[src/fct_pkg.sv]
package fct_pkg;

    // Kind of an input item, carried in the low bits of s_tuser.
    typedef enum logic [1:0] {
        OP_WRITE  = 2'd0,
        OP_POINT  = 2'd1,
        OP_SPHERE = 2'd2,
        OP_BOX    = 2'd3
    } opcode_t;

    // Sequencer states.
    typedef enum logic {
        ST_IDLE = 1'b0,
        ST_RUN  = 1'b1
    } state_t;

    // Axis codes used by the operand selector of the multiply unit.
    localparam logic [1:0] AXIS_X = 2'd0;
    localparam logic [1:0] AXIS_Y = 2'd1;
    localparam logic [1:0] AXIS_Z = 2'd2;

    // Fraction bits of the Q16.16 format.
    localparam int FRAC_BITS = 16;

    // Per plane: six partial products issued in steps 0 to 5, decision in step 6.
    localparam int          STEP_W    = 3;
    localparam logic [2:0]  LAST_STEP = 3'd6;

    // Field widths fixed by the stream format.
    localparam int OPCODE_W = 2;
    localparam int INDEX_W  = 3;
    localparam int USER_W   = OPCODE_W + INDEX_W;
    localparam int FAIL_W   = 3;
    localparam int OUT_W    = 8;

    // Control from the sequencer to the multiply-accumulate unit.
    typedef struct packed {
        logic       capture;    // latch the accepted test item
        logic       load_bias;  // start a plane: accumulator takes the scaled bias
        logic       acc_en;     // add the registered partial product
        logic       mul_en;     // issue a partial product
        logic [1:0] axis;       // which normal component and coordinate
        logic       hi_half;    // upper half of the normal component
    } fct_mac_ctrl_t;

endpackage

[src/fct_plane_store.sv]
module fct_plane_store import fct_pkg::*; #(
    parameter int NUM_PLANES = 6,
    parameter int COORD_BITS = 32,
    parameter int PIDX_W     = 3
) (
    input  logic                         aclk,
    input  logic                         wr_en,
    input  logic [PIDX_W-1:0]            wr_addr,
    input  logic signed [COORD_BITS-1:0] wr_nx,
    input  logic signed [COORD_BITS-1:0] wr_ny,
    input  logic signed [COORD_BITS-1:0] wr_nz,
    input  logic signed [COORD_BITS-1:0] wr_offset,
    input  logic [PIDX_W-1:0]            rd_addr,
    output logic signed [COORD_BITS-1:0] rd_nx,
    output logic signed [COORD_BITS-1:0] rd_ny,
    output logic signed [COORD_BITS-1:0] rd_nz,
    output logic signed [COORD_BITS-1:0] rd_offset
);

    logic signed [COORD_BITS-1:0] nx_reg     [NUM_PLANES];
    logic signed [COORD_BITS-1:0] ny_reg     [NUM_PLANES];
    logic signed [COORD_BITS-1:0] nz_reg     [NUM_PLANES];
    logic signed [COORD_BITS-1:0] offset_reg [NUM_PLANES];

    // Plane writes; the entries hold nothing defined until written.
    always_ff @(posedge aclk) begin
        if (wr_en) begin
            nx_reg[wr_addr]     <= wr_nx;
            ny_reg[wr_addr]     <= wr_ny;
            nz_reg[wr_addr]     <= wr_nz;
            offset_reg[wr_addr] <= wr_offset;
        end
    end

    // The plane under test is selected by the sequencer's plane counter.
    assign rd_nx     = nx_reg[rd_addr];
    assign rd_ny     = ny_reg[rd_addr];
    assign rd_nz     = nz_reg[rd_addr];
    assign rd_offset = offset_reg[rd_addr];

endmodule

[src/fct_mac.sv]
module fct_mac import fct_pkg::*; #(
    parameter int COORD_BITS = 32
) (
    input  logic                         aclk,
    input  fct_mac_ctrl_t                ctrl,
    input  opcode_t                      in_opcode,
    input  logic signed [COORD_BITS-1:0] in_x,
    input  logic signed [COORD_BITS-1:0] in_y,
    input  logic signed [COORD_BITS-1:0] in_z,
    input  logic signed [COORD_BITS-1:0] in_far_x,
    input  logic signed [COORD_BITS-1:0] in_far_y,
    input  logic signed [COORD_BITS-1:0] in_far_z,
    input  logic signed [COORD_BITS-1:0] in_scalar,
    input  logic signed [COORD_BITS-1:0] nx,
    input  logic signed [COORD_BITS-1:0] ny,
    input  logic signed [COORD_BITS-1:0] nz,
    input  logic signed [COORD_BITS-1:0] offset,
    output logic                         negative
);

    // The normal component is split into an unsigned low half and a signed high half.
    localparam int LO    = COORD_BITS / 2;
    localparam int MA    = LO + 1;
    localparam int P_W   = MA + COORD_BITS;
    // Exact width of n.p + bias * 2^16; intermediate wrap-around cancels out.
    localparam int ACC_W = 2 * COORD_BITS + 2;

    logic signed [COORD_BITS-1:0] x_reg, y_reg, z_reg;
    logic signed [COORD_BITS-1:0] far_x_reg, far_y_reg, far_z_reg;
    logic signed [COORD_BITS-1:0] scalar_reg;
    logic                         box_reg, sphere_reg;
    logic signed [P_W-1:0]        prod_reg;
    logic                         hi_reg;
    logic signed [ACC_W-1:0]      acc_reg;

    logic signed [COORD_BITS-1:0] n_sel, c_min, c_far, c_sel, radius;
    logic                         n_positive;
    logic signed [MA-1:0]         mul_a;
    logic signed [P_W-1:0]        prod_full;
    logic signed [COORD_BITS:0]   bias;
    logic signed [ACC_W-1:0]      bias_acc, term_ext, term, sum;

    // Operand selection for the current axis.
    always_comb begin
        unique case (ctrl.axis)
            AXIS_X: begin
                n_sel = nx;
                c_min = x_reg;
                c_far = far_x_reg;
            end
            AXIS_Y: begin
                n_sel = ny;
                c_min = y_reg;
                c_far = far_y_reg;
            end
            AXIS_Z: begin
                n_sel = nz;
                c_min = z_reg;
                c_far = far_z_reg;
            end
            default: begin
                n_sel = '0;
                c_min = '0;
                c_far = '0;
            end
        endcase
    end

    // A box is tested at its positive vertex: the maximum where the normal is above zero.
    assign n_positive = !n_sel[COORD_BITS-1] && (n_sel != '0);
    assign c_sel      = (box_reg && n_positive) ? c_far : c_min;

    // Shared multiplier: one half of the normal component times the coordinate.
    assign mul_a     = ctrl.hi_half ? MA'($signed(n_sel[COORD_BITS-1:LO]))
                                    : $signed({1'b0, n_sel[LO-1:0]});
    assign prod_full = mul_a * c_sel;

    // Plane bias is the offset, plus the radius for a sphere, scaled to Q32.32.
    assign radius   = sphere_reg ? scalar_reg : '0;
    assign bias     = (COORD_BITS + 1)'(offset) + (COORD_BITS + 1)'(radius);
    assign bias_acc = ACC_W'(bias) <<< FRAC_BITS;

    // Partial product aligned to its weight, then added to the running sum.
    assign term_ext = ACC_W'(prod_reg);
    assign term     = hi_reg ? (term_ext <<< LO) : term_ext;
    assign sum      = acc_reg + term;
    assign negative = sum[ACC_W-1];

    // Item capture, product register and accumulator.
    always_ff @(posedge aclk) begin
        if (ctrl.capture) begin
            x_reg      <= in_x;
            y_reg      <= in_y;
            z_reg      <= in_z;
            far_x_reg  <= in_far_x;
            far_y_reg  <= in_far_y;
            far_z_reg  <= in_far_z;
            scalar_reg <= in_scalar;
            box_reg    <= (in_opcode == OP_BOX);
            sphere_reg <= (in_opcode == OP_SPHERE);
        end
        if (ctrl.mul_en) begin
            prod_reg <= prod_full;
            hi_reg   <= ctrl.hi_half;
        end
        if (ctrl.load_bias) begin
            acc_reg <= bias_acc;
        end else if (ctrl.acc_en) begin
            acc_reg <= sum;
        end
    end

endmodule

[src/fct_seq.sv]
module fct_seq import fct_pkg::*; #(
    parameter int NUM_PLANES = 6,
    parameter int PIDX_W     = 3
) (
    input  logic                aclk,
    input  logic                aresetn,
    input  logic                s_valid,
    input  opcode_t             s_opcode,
    output logic                s_ready,
    input  logic                negative,
    output logic [PIDX_W-1:0]   plane,
    output fct_mac_ctrl_t       ctrl,
    output logic                m_valid,
    input  logic                m_ready,
    output logic                inside_res,
    output logic [FAIL_W-1:0]   failing
);

    state_t              state_reg, state_next;
    logic [STEP_W-1:0]   step_reg, step_next;
    logic [PIDX_W-1:0]   plane_reg, plane_next;
    logic                m_valid_reg, m_valid_next;
    logic                inside_reg, inside_next;
    logic [FAIL_W-1:0]   fail_reg, fail_next;
    logic                last_plane, out_free;

    assign last_plane = (plane_reg == PIDX_W'(NUM_PLANES - 1));
    assign out_free   = !m_valid_reg || m_ready;

    // State, counters and result register.
    always_ff @(posedge aclk) begin
        if (!aresetn) begin
            state_reg   <= ST_IDLE;
            step_reg    <= '0;
            plane_reg   <= '0;
            m_valid_reg <= 1'b0;
        end else begin
            state_reg   <= state_next;
            step_reg    <= step_next;
            plane_reg   <= plane_next;
            m_valid_reg <= m_valid_next;
        end
        inside_reg <= inside_next;
        fail_reg   <= fail_next;
    end

    // Next state and unit control.
    always_comb begin
        state_next     = state_reg;
        step_next      = step_reg;
        plane_next     = plane_reg;
        inside_next    = inside_reg;
        fail_next      = fail_reg;
        m_valid_next   = m_valid_reg && !m_ready;
        s_ready        = 1'b0;
        ctrl.capture   = 1'b0;
        ctrl.load_bias = 1'b0;
        ctrl.acc_en    = 1'b0;
        ctrl.mul_en    = 1'b0;
        ctrl.axis      = step_reg[2:1];
        ctrl.hi_half   = step_reg[0];

        unique case (state_reg)
            ST_IDLE: begin
                s_ready = 1'b1;
                // Plane writes are handled at the store; only tests start a run.
                if (s_valid && s_opcode != OP_WRITE) begin
                    ctrl.capture = 1'b1;
                    state_next   = ST_RUN;
                    step_next    = '0;
                    plane_next   = '0;
                end
            end
            ST_RUN: begin
                ctrl.load_bias = (step_reg == '0);
                ctrl.acc_en    = (step_reg != '0) && (step_reg != LAST_STEP);
                ctrl.mul_en    = (step_reg != LAST_STEP);
                if (step_reg != LAST_STEP) begin
                    step_next = step_reg + 1'b1;
                end else if (out_free) begin
                    // Decision step: the sum is complete, waits while the result is held.
                    if (negative) begin
                        inside_next  = 1'b0;
                        fail_next    = FAIL_W'(plane_reg);
                        m_valid_next = 1'b1;
                        state_next   = ST_IDLE;
                    end else if (last_plane) begin
                        inside_next  = 1'b1;
                        fail_next    = FAIL_W'(NUM_PLANES);
                        m_valid_next = 1'b1;
                        state_next   = ST_IDLE;
                    end else begin
                        plane_next = plane_reg + 1'b1;
                        step_next  = '0;
                    end
                end
            end
            default: begin
                state_next = ST_IDLE;
            end
        endcase
    end

    assign plane      = plane_reg;
    assign m_valid    = m_valid_reg;
    assign inside_res = inside_reg;
    assign failing    = fail_reg;

endmodule

[src/frustum_cull_tester.sv]
// Frustum plane tester. Six (NUM_PLANES) planes of Q16.16 normal and offset are
// loaded one per transfer with opcode 0; a test transfer (point, sphere or
// axis-aligned box) is checked against the planes in index order and gives one
// result transfer with an inside flag and the first rejecting plane (NUM_PLANES,
// masked to three bits, when none rejects). Every plane must be written before
// the first test. A plane write leaves s_tready high. A test takes the planes in
// index order up to and including the first that rejects; for each plane the one
// shared multiplier forms six half-width partial products, then one closing
// accumulate and sign check decides. The block is ready for the next transfer as
// the result is issued. A finished result waits in the output register while the
// next item is taken; a test does not finish while the previous result is still
// held.
module frustum_cull_tester import fct_pkg::*; #(
    parameter int NUM_PLANES = 6,
    parameter int COORD_BITS = 32
) (
    input  logic                 aclk,
    input  logic                 aresetn,
    input  logic                 s_tvalid,
    output logic                 s_tready,
    // coord_x, coord_y, coord_z, far_x, far_y, far_z, scalar, zero fill
    input  logic [((7 * COORD_BITS + 7) / 8) * 8 - 1:0] s_tdata,
    // opcode, plane_index
    input  logic [USER_W-1:0]    s_tuser,
    output logic                 m_tvalid,
    input  logic                 m_tready,
    // inside_res, failing_plane, zero fill
    output logic [OUT_W-1:0]     m_tdata
);

    localparam int PIDX_W = (NUM_PLANES > 1) ? $clog2(NUM_PLANES) : 1;

    opcode_t                      opcode;
    logic [INDEX_W-1:0]           plane_index;
    logic signed [COORD_BITS-1:0] coord_x, coord_y, coord_z;
    logic signed [COORD_BITS-1:0] far_x, far_y, far_z, scalar;
    logic signed [COORD_BITS-1:0] nx, ny, nz, offset;
    logic                         plane_wr, negative, inside_res;
    logic [PIDX_W-1:0]            plane;
    logic [FAIL_W-1:0]            failing;
    fct_mac_ctrl_t                ctrl;

    // Field unpacking.
    assign opcode      = opcode_t'(s_tuser[OPCODE_W-1:0]);
    assign plane_index = s_tuser[USER_W-1:OPCODE_W];
    assign coord_x     = $signed(s_tdata[0 * COORD_BITS +: COORD_BITS]);
    assign coord_y     = $signed(s_tdata[1 * COORD_BITS +: COORD_BITS]);
    assign coord_z     = $signed(s_tdata[2 * COORD_BITS +: COORD_BITS]);
    assign far_x       = $signed(s_tdata[3 * COORD_BITS +: COORD_BITS]);
    assign far_y       = $signed(s_tdata[4 * COORD_BITS +: COORD_BITS]);
    assign far_z       = $signed(s_tdata[5 * COORD_BITS +: COORD_BITS]);
    assign scalar      = $signed(s_tdata[6 * COORD_BITS +: COORD_BITS]);

    // A write to a plane beyond the table is dropped.
    assign plane_wr = s_tvalid && s_tready && (opcode == OP_WRITE)
                      && (int'(plane_index) < NUM_PLANES);

    fct_plane_store #(
        .NUM_PLANES (NUM_PLANES),
        .COORD_BITS (COORD_BITS),
        .PIDX_W     (PIDX_W)
    ) u_store (
        .aclk      (aclk),
        .wr_en     (plane_wr),
        .wr_addr   (PIDX_W'(plane_index)),
        .wr_nx     (coord_x),
        .wr_ny     (coord_y),
        .wr_nz     (coord_z),
        .wr_offset (scalar),
        .rd_addr   (plane),
        .rd_nx     (nx),
        .rd_ny     (ny),
        .rd_nz     (nz),
        .rd_offset (offset)
    );

    fct_mac #(
        .COORD_BITS (COORD_BITS)
    ) u_mac (
        .aclk      (aclk),
        .ctrl      (ctrl),
        .in_opcode (opcode),
        .in_x      (coord_x),
        .in_y      (coord_y),
        .in_z      (coord_z),
        .in_far_x  (far_x),
        .in_far_y  (far_y),
        .in_far_z  (far_z),
        .in_scalar (scalar),
        .nx        (nx),
        .ny        (ny),
        .nz        (nz),
        .offset    (offset),
        .negative  (negative)
    );

    fct_seq #(
        .NUM_PLANES (NUM_PLANES),
        .PIDX_W     (PIDX_W)
    ) u_seq (
        .aclk       (aclk),
        .aresetn    (aresetn),
        .s_valid    (s_tvalid),
        .s_opcode   (opcode),
        .s_ready    (s_tready),
        .negative   (negative),
        .plane      (plane),
        .ctrl       (ctrl),
        .m_valid    (m_tvalid),
        .m_ready    (m_tready),
        .inside_res (inside_res),
        .failing    (failing)
    );

    // Result packing.
    assign m_tdata = OUT_W'({failing, inside_res});

endmodule

[config.mk]
export PLATFORM = sky130hd
export DESIGN_NAME = frustum_cull_tester
export DESIGN_NICKNAME = d
export VERILOG_FILES = /design/src/fct_pkg.sv /design/src/fct_plane_store.sv /design/src/fct_mac.sv /design/src/fct_seq.sv /design/src/frustum_cull_tester.sv
export SDC_FILE = /design/constraint.sdc
export NUM_CORES = 2
export LEC_CHECK = 0
export BUFFER_PORTS_ARGS = -buffer_cell sky130_fd_sc_hd__buf_2
export CORE_MARGIN = 5
export CORE_UTILIZATION = 57
export CTS_CLUSTER_SIZE = 30
export DETAILED_ROUTE_END_ITERATION = 7
export PLACE_DENSITY_LB_ADDON = 0.08
export SKIP_CTS_REPAIR_TIMING = 1
export SLEW_MARGIN = 0
export SYNTH_ARGS = -nofsm -noshare
export SYNTH_HDL_FRONTEND = slang
export SYNTH_SLANG_ARGS = --single-unit
export TNS_END_PERCENT = 10
[constraint.sdc]
create_clock -name aclk -period 15.4 [get_ports aclk]
set_input_delay 3.08 -clock aclk [delete_from_list [all_inputs] [get_ports aclk]]
set_output_delay 3.08 -clock aclk [all_outputs]
set_load 0.02 [all_outputs]
---- Word level (Yosys, flattened, before mapping) ----
Memories as Yosys holds them, arrays and structs flattened. A register that Yosys moved wholly into a read port is not among the register bits.
Index checks and enable logic that the tools add are counted.
W data, S select, Z words.
storage, ports and cells
  flip-flop bits (word level) ............. 354
  memories ................................ 4
  logic and storage cells ................. 115
  output and inout port bits .............. 10
  input bits .............................. 233
  memory bits (writable) .................. 768
cells by class
  multipliers ............................. 1
  bitwise operators ....................... 2
  multiplexer cells ....................... 47
  reductions and logical operators ........ 23
  add/sub/neg operators ................... 4
  $lt $le $gt $ge ......................... 1
  eq/ne operators ......................... 14
memory list
  name                depth  bits a word  rd ports  clocked after memory_dff  write ports  RTL line               source
  u_store.nx_reg      6      32           1         1                         1            fct_plane_store.sv:20  logic signed [COORD_BITS-1:0] nx_reg [NUM_PLANES];
  u_store.ny_reg      6      32           1         1                         1            fct_plane_store.sv:21  logic signed [COORD_BITS-1:0] ny_reg [NUM_PLANES];
  u_store.nz_reg      6      32           1         1                         1            fct_plane_store.sv:22  logic signed [COORD_BITS-1:0] nz_reg [NUM_PLANES];
  u_store.offset_reg  6      32           1         1                         1            fct_plane_store.sv:23  logic signed [COORD_BITS-1:0] offset_reg [NUM_PLANES];
operator list
  operator               number
  $pmux W32 S3           3
  $mux W66               2
  $add A66 B65 Y66       1
  $mux W32               2
  $mux W64               1
  $mux W3                20
  $mul A17 B32 Y49       1
  $add A32 B32 Y33       1
  $reduce_bool A32 Y1    1
  $mux W17               1
  $mux W1                15
  $ne A3 B3 Y1 const B   4
  $pmux W3 S2            2
  $logic_and A1 B1 Y1    8
  $ne A2 B2 Y1 const B   4
  $reduce_and A4 Y1      2
  $add A3 B1 Y3 const B  2
  $eq A2 B2 Y1 const B   3
  $reduce_bool A2 Y1     3
  $reduce_and A5 Y1      1
  $logic_not A2 Y1       2
  $eq A3 B3 Y1 const B   1
  $logic_not A1 Y1       3
  $logic_not A3 Y1       1
  other kinds (7)        8

---- Longest topological paths before layout ----
  word-level depth ........................ 8
  depth in mapped cells ................... 43
  gate-level depth less buffers ........... 35

---- Modules after synthesis ----
Synthesis repeated with hierarchy kept, for this count alone.
unflattened totals
  cells, all modules ...................... 5355
  area total of the unflattened synthesis .. 69311.5 µm²
modules (own cells, without submodules)
  module               area each (µm²)  times used  cells an instance  sequential area each (µm²)
  fct_mac              38623.3          1           3774               10109.7
  fct_plane_store      29970.0          1           1504               23062.1
  fct_seq              658.1            1           69                 280.3
  frustum_cull_tester  60.1             1           8                  0.0

---- Worst setup path after synthesis ----
OpenSTA, ideal clock, no wires.
  path type ............................... input to register
  start point ............................. input port s_tuser[1]
  end point ............................... register (tool-made name)
  stages on the path ...................... 6
  required time ........................... 14.806 ns
  path buffers ............................ 0
  path slack .............................. 0.794 ns
  arrival ................................. 14.012 ns
  library setup time ...................... 0.594 ns
  path through ............................ nor2_1 nor2_1 nor2_1 nor4b_1 xnor2_1 nor3_1
RTL lines
  element          RTL line                   source
  start, declared  frustum_cull_tester.sv:24  input logic [USER_W-1:0] s_tuser,

---- Final worst setup path ----
  start point ............................. register u_seq.step_reg[1]
  end point ............................... register u_mac.prod_reg[46] (data pin)
on the way
  word-level cells in the longest chain between the ends .. 7
  elaborated cells on any way between the ends .. 13
  classes of those cells .................. mul (1); eq/ne (2); mux (5); reduce/logical (5)
ends and longest elaborated chain
  element                                                  RTL line        source
  start, declared                                          fct_seq.sv:20   logic [STEP_W-1:0] step_reg, step_next;
  start signal, assigned                                   fct_seq.sv:39   step_reg <= step_next;
  $eq A2 B2 Y1, or another cell as far along               fct_mac.sv:45   unique case (ctrl.axis)
  $pmux W32 S3                                             fct_mac.sv:45
  $reduce_bool A32 Y1 or $logic_not A1 Y1 (tied branches)  fct_mac.sv:70   assign n_positive = !n_sel[COORD_BITS-1] && (n_sel != '0);
  $logic_and A1 B1 Y1                                      fct_mac.sv:70
  $logic_and A1 B1 Y1                                      fct_mac.sv:71   assign c_sel = (box_reg && n_positive) ? c_far : c_min;
  $mux W32                                                 fct_mac.sv:71
  $mul A17 B32 Y49 (*)                                     fct_mac.sv:76   assign prod_full = mul_a * c_sel;
  named net u_mac.prod_full[46]                            fct_mac.sv:39   logic signed [P_W-1:0] prod_full;
  end signal, assigned                                     fct_mac.sv:103  prod_reg <= prod_full;
  end, declared                                            fct_mac.sv:32   logic signed [P_W-1:0] prod_reg;
Mark *: on every way through the listed nets, which the timed path passes. The rest lies on a longest branch.
A chain may end at the register's enable or synchronous reset.

==> flow_summary.rst <==
.. list-table::
   :header-rows: 1

   * - Metric
     - Value
   * - Setup crit end kind
     - flop
   * - HP Class
     - flop to flop
   * - Startpoint of the worst hold path
     - u_mac.acc_reg[0]
   * - Synth area leaders
     - sky130_fd_sc_hd__edfxtp_1, sky130_fd_sc_hd__fa_1, sky130_fd_sc_hd__mux4_2
   * - 1st-pass router iterations
     - 8
   * - Share of post-route cells with drive strength above 1
     - 0.140
   * - Count of state elements after synthesis
     - approximately 1100
   * - Count of distinct cell types in the synthesized netlist
     - 82
   * - Clk sink count
     - roughly 1100
   * - Number of design-rule violations left by the first detailed-router iteration
     - ~3200
   * - Most used cell, CP
     - sky130_fd_sc_hd__fa_1
   * - Largest net degree at the start of global routing
     - 152
   * - Number of I/O pins
     - between 200 and 250
   * - Placer's final routability congestion estimate
     - slightly above 0.9
   * - Number of buffers between clock root and the deepest sink
     - 3
   * - Number of nets at the end of the flow
     - 6305
   * - Maximum net fanout on the critical path
     - between 40 and 50
   * - Number of antenna violations at the first check in global routing
     - 22
   * - TritonCTS Buffers
     - between 100 and 150
   * - Number of buffers added on ports
     - around 240
   * - Clock Latency Late Sink
     - 0.73 ns
   * - Layout-stage area growth over the synthesis result
     - 9.60%
   * - Synthesized area divided by synthesized cell count
     - approximately 13 um^2
   * - Clock-pin slew on the worst setup and hold paths
     - approximately 0.060 ns
   * - Final Slew Violations
     - 0
   * - Ys async rst share
     - 0
   * - Area of the placeable core
     - ~0.12 mm^2
   * - Fraction of the yosys area taken by sequential cells
     - 0.496
   * - Most frequently used flop master after synthesis
     - sky130_fd_sc_hd__edfxtp_1
   * - Post-Synthesis Cell Area
     - between 0.06 and 0.07 mm^2
   * - Count of mapped cells out of synthesis
     - 5143
   * - Share of the synthesized area in the top cell type
     - 0.488
   * - Detailed-route wire length
     - 171000 um
   * - Final routed DRC violation total
     - 0
   * - Setup repair after global routing missed its margin
     - no
   * - Achievable Freq
     - around 0.079 GHz
   * - Worst hold path depth
     - 2
   * - Detailed-route via count
     - approximately 41000
   * - Worst endpoint required time
     - around 16 ns
   * - Count of cells along the worst register-to-register path
     - 31
   * - Stage delay of the slowest cell on the critical path
     - 0.94 ns
   * - Area leader, netlist
     - sky130_fd_sc_hd__edfxtp_1
   * - Maximum clock skew at final layout
     - a little under 0.07 ns
   * - Final hold violation count
     - 0
   * - Reg2Reg Launch Point
     - u_seq.step_reg[1]
   * - Clock tree from TritonCTS
     - yes
   * - Tightest Pin Transition
     - about 1.0 ns
   * - Avg WL per Cell
     - 24.5 um
   * - Worst reg2reg setup slack
     - approximately 2.7 ns
   * - Number of failing setup endpoints in the final timing report
     - 0
   * - Time the final worst path needs with I/O delays and setup
     - ~13 ns
   * - Kind of start point of the critical path
     - flop
   * - Multi-input logic area
     - a little over 0.03 mm^2
   * - Number of fill cells in the layout
     - just over 9000
   * - Hold EP
     - u_mac.acc_reg[0]
   * - R2r endpoint
     - u_mac.prod_reg[46]
   * - Starting Density
     - 0.573
   * - Width of the die
     - about 350 um
   * - Outcome
     - finished clean
   * - Detail-routed via count per cell
     - 5.91
   * - Relative slew slack
     - 0.308
   * - Warnings from Yosys
     - 0
   * - CTS root buffer
     - sky130_fd_sc_hd__clkbuf_16
   * - Routed Antenna Nets
     - 0
   * - CTS H-tree depth
     - 3
   * - Number of max-cap violations
     - 0
   * - DIE HEIGHT
     - around 350 um
   * - First-pass GRT wire length
     - around 260000 um
   * - Start-to-end type of the worst setup path
     - flop to flop
   * - Detailed Place HPWL
     - 120000 um
   * - Number of standard-cell rows in the floorplan
     - about 130
   * - Storage element area
     - about 0.034 mm^2
   * - Total Negative Setup Slacks
     - 0 ns
   * - Total global-route track usage
     - 0.274
   * - Vias in the first global route
     - approximately 43000
   * - CP Data Arrival Time
     - roughly 13 ns
   * - Number of cells in the finished layout apart from fillers
     - roughly 7000
   * - Critical-path cell with the highest stage delay
     - sky130_fd_sc_hd__a311oi_4
   * - Overall die area
     - 0.126 mm^2
   * - Post-synth EDFFs
     - 1098
   * - Placed Cells
     - 6756
   * - Total congestion overflow after global routing
     - 0
   * - Final critical-path share of the clock period
     - 0.822
[cells in the final DEF, fill, tap and decap left out, types with 147 or more instances in the layout]
master / n
sky130_fd_sc_hd__nor2_1: 425
sky130_fd_sc_hd__mux2i_1: 172
sky130_fd_sc_hd__a21oi_1: 216
sky130_fd_sc_hd__fa_1: 524
sky130_fd_sc_hd__ha_1: 213
sky130_fd_sc_hd__buf_2: 238
sky130_fd_sc_hd__nand2_1: 307
sky130_fd_sc_hd__nand2b_1: 147
sky130_fd_sc_hd__inv_1: 571
sky130_fd_sc_hd__edfxtp_1: 1098
[worst max path at each step]
stage                      start                  to  slack (ns)
5_1_grt        u_seq.step_reg[1]  u_mac.prod_reg[46]        2.04
6_report       u_seq.step_reg[1]  u_mac.prod_reg[46]        2.75
3_5_place_dp   u_seq.step_reg[1]  u_mac.prod_reg[46]        2.84
2_1_floorplan         s_tuser[1]                flop        0.79
4_1_cts        u_seq.step_reg[1]  u_mac.prod_reg[46]        2.77
3_3_place_gp   u_seq.step_reg[1]  u_mac.prod_reg[46]        2.88
[final cells by class]
cell class | instances | area share
sequential | 1125 | 0.453
multi-input combinational | 3207 | 0.418
clock buffer | 139 | 0.0395
inverter | 574 | 0.0291
tap | 1536 | 0.0260
timing repair buffer | 314 | 0.0251
clock inverter | 66 | 0.00950
antenna | 13 | 0.000439
[synthesized netlist by cell type, types with 11 or more instances]
library cell and number:
sky130_fd_sc_hd__a211oi_1 19, sky130_fd_sc_hd__a21o_1 86, sky130_fd_sc_hd__a21oi_1 222, sky130_fd_sc_hd__a221oi_1 13
sky130_fd_sc_hd__a31oi_1 26, sky130_fd_sc_hd__and2_1 54, sky130_fd_sc_hd__and3_1 16, sky130_fd_sc_hd__buf_1 11
sky130_fd_sc_hd__buf_2 39, sky130_fd_sc_hd__buf_4 20, sky130_fd_sc_hd__buf_6 15, sky130_fd_sc_hd__clkbuf_1 153
sky130_fd_sc_hd__dfxtp_1 27, sky130_fd_sc_hd__edfxtp_1 1098, sky130_fd_sc_hd__fa_1 524, sky130_fd_sc_hd__ha_1 213
sky130_fd_sc_hd__inv_1 571, sky130_fd_sc_hd__mux2_2 55, sky130_fd_sc_hd__mux2i_1 177, sky130_fd_sc_hd__mux2i_2 13
sky130_fd_sc_hd__mux2i_4 15, sky130_fd_sc_hd__mux4_2 146, sky130_fd_sc_hd__nand2_1 307, sky130_fd_sc_hd__nand2b_1 147
sky130_fd_sc_hd__nand3_1 48, sky130_fd_sc_hd__nand4_1 26, sky130_fd_sc_hd__nor2_1 432, sky130_fd_sc_hd__nor2b_1 63
sky130_fd_sc_hd__nor3_1 30, sky130_fd_sc_hd__o21a_1 17, sky130_fd_sc_hd__o21ai_0 129, sky130_fd_sc_hd__o21bai_1 29
sky130_fd_sc_hd__o22a_1 12, sky130_fd_sc_hd__o22ai_1 94, sky130_fd_sc_hd__o31ai_1 11, sky130_fd_sc_hd__xnor2_1 82
sky130_fd_sc_hd__xor2_1 61
[worst max-delay path: cells and delay by family, from the launching register on]
family | cells | cell delay, ns
AND/OR/NAND/NOR | 6 | 2.01
XOR/XNOR | 1 | 0.08
adder cells (fa/ha/maj) | 7 | 3.36
multiplexers | 1 | 0.91
buffers and inverters | 6 | 1.85
flip-flops | 1 | 0.75
AO/OA/AOI/OAI | 10 | 3.34
[logic make-up after synthesis]
group	count (synthesis)	share of synthesized area
simple gates	1180	0.0813
flops	1125	0.496
buf+inv	814	0.0492
fa+ha+maj	737	0.195
compound gates	734	0.0679
mux	409	0.0924
xor+xnor	143	0.0185
other cells	1	0.0000555
[metrics by stage]
step                instance area (um^2)  hold WS [ns]  utilization  setup WS [ns]
floorplan                          67600         0.436            -          0.794
global route                       74000         0.496        0.628           2.04
global placement                   70400         0.449        0.597           2.88
finish                             74100         0.462        0.628           2.75
detailed placement                 70400         0.454        0.597           2.84
CTS                                74000         0.461        0.628           2.77
[layer usage]
layer | part of all wire | global-route usage | wire length, um | vias to the layer above
li1 | - | - | - | 18400
met1 | 0.43 | 0.385 | 72600 | 21200
met2 | 0.48 | 0.442 | 81400 | 1298
met3 | 0.063 | 0.0473 | 10800 | 307
met4 | 0.034 | 0.0863 | 5850 | 10
met5 | 0.00027 | 0 | 46 | -
Power is not shown: default switching activity piles up to over one toggle a cycle in this logic, so the estimate is an artifact.
